[src/hw/rtl/scsa_pkg.sv]
// scsa_pkg: shared types and constants of the size-class slot allocator
// fixed field widths, operation and status codes, controller states
// no dependencies
`default_nettype none

package scsa_pkg;

  localparam int OP_W       = 2;
  localparam int SIZE_W     = 32;
  localparam int CLASS_W    = 3;
  localparam int CLS_WIDE_W = 4;   // internal class number, up to 16 classes
  localparam int POOL_W     = 4;
  localparam int SLOT_W     = 22;
  localparam int STATUS_W   = 2;
  localparam int OFFSET_W   = 30;
  localparam int ENTRY_W    = POOL_W + SLOT_W;
  localparam int POOLS_CNT_W = 5;  // pools opened per class, at most 16
  localparam int BUMP_W     = 23;
  localparam int SHIFT_W    = 6;   // base plus class, at most 46
  localparam int BASE_W     = 5;
  localparam int HEADER_W   = 7;
  localparam int CFG_IDX_W  = 4;
  localparam int CFG_DATA_W = 32;
  localparam int POOL_FIELD_LIMIT = 16;

  localparam logic [BASE_W-1:0]   BASE_RESET   = 5'd8;
  localparam logic [HEADER_W-1:0] HEADER_RESET = 7'd8;

  localparam logic [CFG_IDX_W-1:0] CFG_BASE_UNIT_LOG2 = 4'd0;
  localparam logic [CFG_IDX_W-1:0] CFG_HEADER_BYTES   = 4'd1;

  typedef enum logic [OP_W-1:0] {
    OP_ALLOC  = 2'd0,
    OP_FREE   = 2'd1,
    OP_LOCATE = 2'd2,
    OP_NOP    = 2'd3
  } op_t;

  typedef enum logic [STATUS_W-1:0] {
    ST_OK              = 2'd0,
    ST_TOO_LARGE       = 2'd1,
    ST_POOLS_EXHAUSTED = 2'd2,
    ST_STACK_FULL      = 2'd3
  } status_t;

  typedef enum logic [1:0] {
    S_IDLE,
    S_ACCESS,
    S_RESP
  } fsm_t;

  typedef struct packed {
    logic                  found;
    logic [CLS_WIDE_W-1:0] cls;
  } class_sel_t;

endpackage

`default_nettype wire

[src/hw/rtl/scsa_class_sel.sv]
// scsa_class_sel: picks the smallest size class whose slot holds value plus header
// depends on scsa_pkg
`default_nettype none

module scsa_class_sel import scsa_pkg::*; #(
  parameter int NUM_CLASSES     = 8,
  parameter int POOL_BYTES_LOG2 = 30
) (
  input  logic [SIZE_W-1:0]   val_bytes,
  input  logic [HEADER_W-1:0] header_bytes,
  input  logic [BASE_W-1:0]   base_unit_log2,
  output class_sel_t          sel
);

  localparam logic [SHIFT_W:0] PBL = (SHIFT_W+1)'(POOL_BYTES_LOG2);

  logic [SIZE_W:0] need;

  assign need = {1'b0, val_bytes} + (SIZE_W+1)'(header_bytes);

  // every class compares on its own; the lowest hit wins
  always_comb begin
    logic [SHIFT_W-1:0] sh;
    logic               hit;
    sel = '0;
    for (int c = NUM_CLASSES - 1; c >= 0; c--) begin
      sh  = SHIFT_W'(base_unit_log2) + SHIFT_W'(c);
      hit = ({1'b0, sh} <= PBL) &&
            ((sh > SHIFT_W'(SIZE_W)) || ({1'b0, need} <= ((SIZE_W+2)'(1) << sh)));
      if (hit) begin
        sel.found = 1'b1;
        sel.cls   = CLS_WIDE_W'(c);
      end
    end
  end

endmodule

`default_nettype wire

[config.mk]
export PLATFORM = sky130hd
export DESIGN_NAME = scsa_class_sel
export DESIGN_NICKNAME = d
export VERILOG_FILES = /design/src/hw/rtl/scsa_pkg.sv /design/src/hw/rtl/scsa_class_sel.sv
export SDC_FILE = /design/constraint.sdc
export NUM_CORES = 1
export LEC_CHECK = 0
export ABC_AREA = 1
export BUFFER_PORTS_ARGS = -buffer_cell sky130_fd_sc_hd__buf_2
export CAP_MARGIN = 20
export CORE_MARGIN = 2
export CORE_UTILIZATION = 47
export DETAILED_ROUTE_END_ITERATION = 16
export GPL_ROUTABILITY_DRIVEN = 0
export PLACE_DENSITY = 0.67
export SYNTH_ARGS = -nofsm -noshare
export SYNTH_HDL_FRONTEND = slang
export SYNTH_SLANG_ARGS = --single-unit
[constraint.sdc]
create_clock -name vclk -period 12.25
set_input_delay 1.8375 -clock vclk [all_inputs]
set_output_delay 1.8375 -clock vclk [all_outputs]
set_load 0.02 [all_outputs]
==> summary.md <==
| Metric | Value |
|---|---|
| Final core area utilization | `approximately half` |
| Static Leak | `5.116 nW` |
| Kind of critical path | `in -> out` |
| GRT Total Usage | `between 30% and 40%` |
| Setup crit end kind | `output pin` |
| Synth unique cells | `57` |
| Layout cell share with drive strength beyond 1 | `7.984%` |
| Worst Path Required | `around 10000 ps` |
| Setup Fix Bufs, Post-CTS | `0` |
| Post-synthesis net count | `2041` |
| Status | `finished clean` |
| Hold Buf Count CTS | `0` |
| Global-route wire length before repair | `approximately 55 mm` |
| DP Cell Count | `2015` |
| Port bufs | `48` |
| Min-Delay Path Depth | `8` |
| Dpl ws | `4354 ps` |
| ANT nets after route | `0` |
| Initial Utilization | `48.07%` |
| Layout clock buffers | `0` |
| NumNets Final | `slightly above 2000` |
| Wirelength, routed | `around 36 mm` |
| Fin. max-slew vios | `0` |
| Post-DP Area | `10680 um^2` |
| Path category of the worst min-delay check | `in -> out` |
| Final setup vio count | `0` |
| Most frequent cell after synthesis | `nand2_1` |
| Crit start category | `input port` |
| Area Overhead vs Synth | `5.456%` |
| Hold EP | `sel[0]` |
| Leading area contributor after synthesis | `ha_1` |
| Final hold violation count | `0` |
| Final setup TNS | `0 ps` |
| Height of the chip | `between 150 and 200 um` |
| Synth top cells by count | `nand2_1 (530), ha_1 (288), nor2_1 (219)` |
| Maxcap violations | `0` |
| Hold_sp | `base_unit_log2[0]` |
| Drt wl/cell | `17.68 um` |
| Die ar. | `22760 um^2` |
| Mapped cell area | `approximately 10000 um^2` |
| Minimum clock period | `roughly 8000 ps` |
| Final instance area | `roughly 11000 um^2` |
| Non-Filler Instances | `roughly 2000` |
| Vias per inst | `5.702` |
| Vias post-DR | `around 12000` |
| PD cells | `between 40 and 50 nW/um^2` |
| Post-CTS sizing | `0` |
| FP Rows | `53` |
| YS warnings | `0` |
| DP HPWL | `27.48 mm` |
| Chip width | `150.9 um` |
| Initial antenna violation count | `1` |
| Hold slack | `4575 ps` |
| Seq_cells | `0` |
| Critical Path AT | `6140 ps` |
| Seq/Total Area, Yosys | `0%` |
| Final Power | `0.4594 mW` |
| Slew @ Worst Pin | `1142 ps` |
| Core Area | `21090 um^2` |
| Area contributors post-synth | `ha_1 (36%), nand2_1 (20%), nor2_1 (8.1%)` |
| Mean Syn Cell Area | `5.935 um^2` |
| GR Overflow Total | `0` |
| Pin count of the biggest net entering global routing | `22` |
| Critical Path Fanout Max | `13` |
| IO Pins | `between 40 and 50` |
| RSZ-0062 raised after global routing | `false` |
| Final period util | `65.11%` |
| Cells after synthesis | `1708` |
| Fmax | `125.4 MHz` |
| Post-route setup slack | `4275 ps` |
| Slew HR | `23.60%` |
| Vias in the first global route | `10487` |
| Initial DRT Pass Iterations | `5` |
| Register area | `0 um^2` |
| Share of the synthesized area in the top cell type | `35.55%` |
| Drt first-iter violations | `754` |
| DRC violations left | `0` |
| Max VDD drop | `0.00002941 V` |
final cells by class:
type	count	area [um^2]
antenna	1	2.502
fill	2292	10400
inverter	180	678.2
multi-input combinational	1499	9320
tap	275	344.1
timing repair buffer	62	345.3
kinds of logic after synthesis:
group / Yosys count / synth area share, %
AOI/OAI and AO/OA: 205 / 11.36
xor gates and xnor gates: 33 / 3.110
adders and majority gates: 289 / 35.74
buffers and inverters: 209 / 8.134
other: 1 / 0.03699
and+or+nand+nor: 971 / 41.62
worst max-delay path by stage:
stage,from,endpoint,slack [ps],depth (start not counted)
finish,base_unit_log2[3],sel[1],4270,24
global route,val_bytes[6],sel[1],3870,27
CTS,base_unit_log2[1],sel[0],4330,25
detailed placement,base_unit_log2[1],sel[0],4350,25
global placement,val_bytes[0],sel[0],4370,30
floorplan,val_bytes[0],sel[2],5070,25
worst max-delay path: stages:
cell	delay [ps]
buf_2	310
ha_1	360
inv_2	90
nand2_1	150
xor2_1	650
inv_1	370
nor2_1	460
nand2_1	110
ha_1	310
nand2_1	50
inv_1	70
nand3_1	100
nor3_1	200
nand2_1	70
nor2_1	100
a21oi_1	50
nand2_1	120
inv_2	50
o21ai_2	190
inv_2	60
nor2_1	110
nor2_1	50
nor2_1	90
buf_2	160
power breakdown:
part	switching (mW)	internal (mW)	total, mW
Sequential	0	0	0
Combinational	0.313	0.147	0.459
Clock	0	0.0000000109	0.0000000109
metal layers:
layer / part of all wire [%] / vias up / track usage [%]
met4: 3.9 / 0 / 10.75
met2: 43 / 431 / 50.07
met1: 46 / 5218 / 44.32
met3: 7.7 / 75 / 2.651
met5: 0 / - / 0
li1: - / 5776 / -
cells in the final DEF (no fill, tap or decap), drive strengths merged, types with 2 or more instances in the layout:
cell type and instances:
nand2 543, ha 288, nor2 239, inv 177
a21oi 117, nand3 88, buf 62, o21ai 53
nand4 41, nor4 25, xor2 24, nor3 22
o21bai 10, xnor2 9, o211ai 8, and3 4
clkinv 3, a211oi 3, a21o 3, a31oi 3
or2 3, and2 3, a31o 2, a21boi 2
Note: power is estimated with default switching activity, not from simulation.
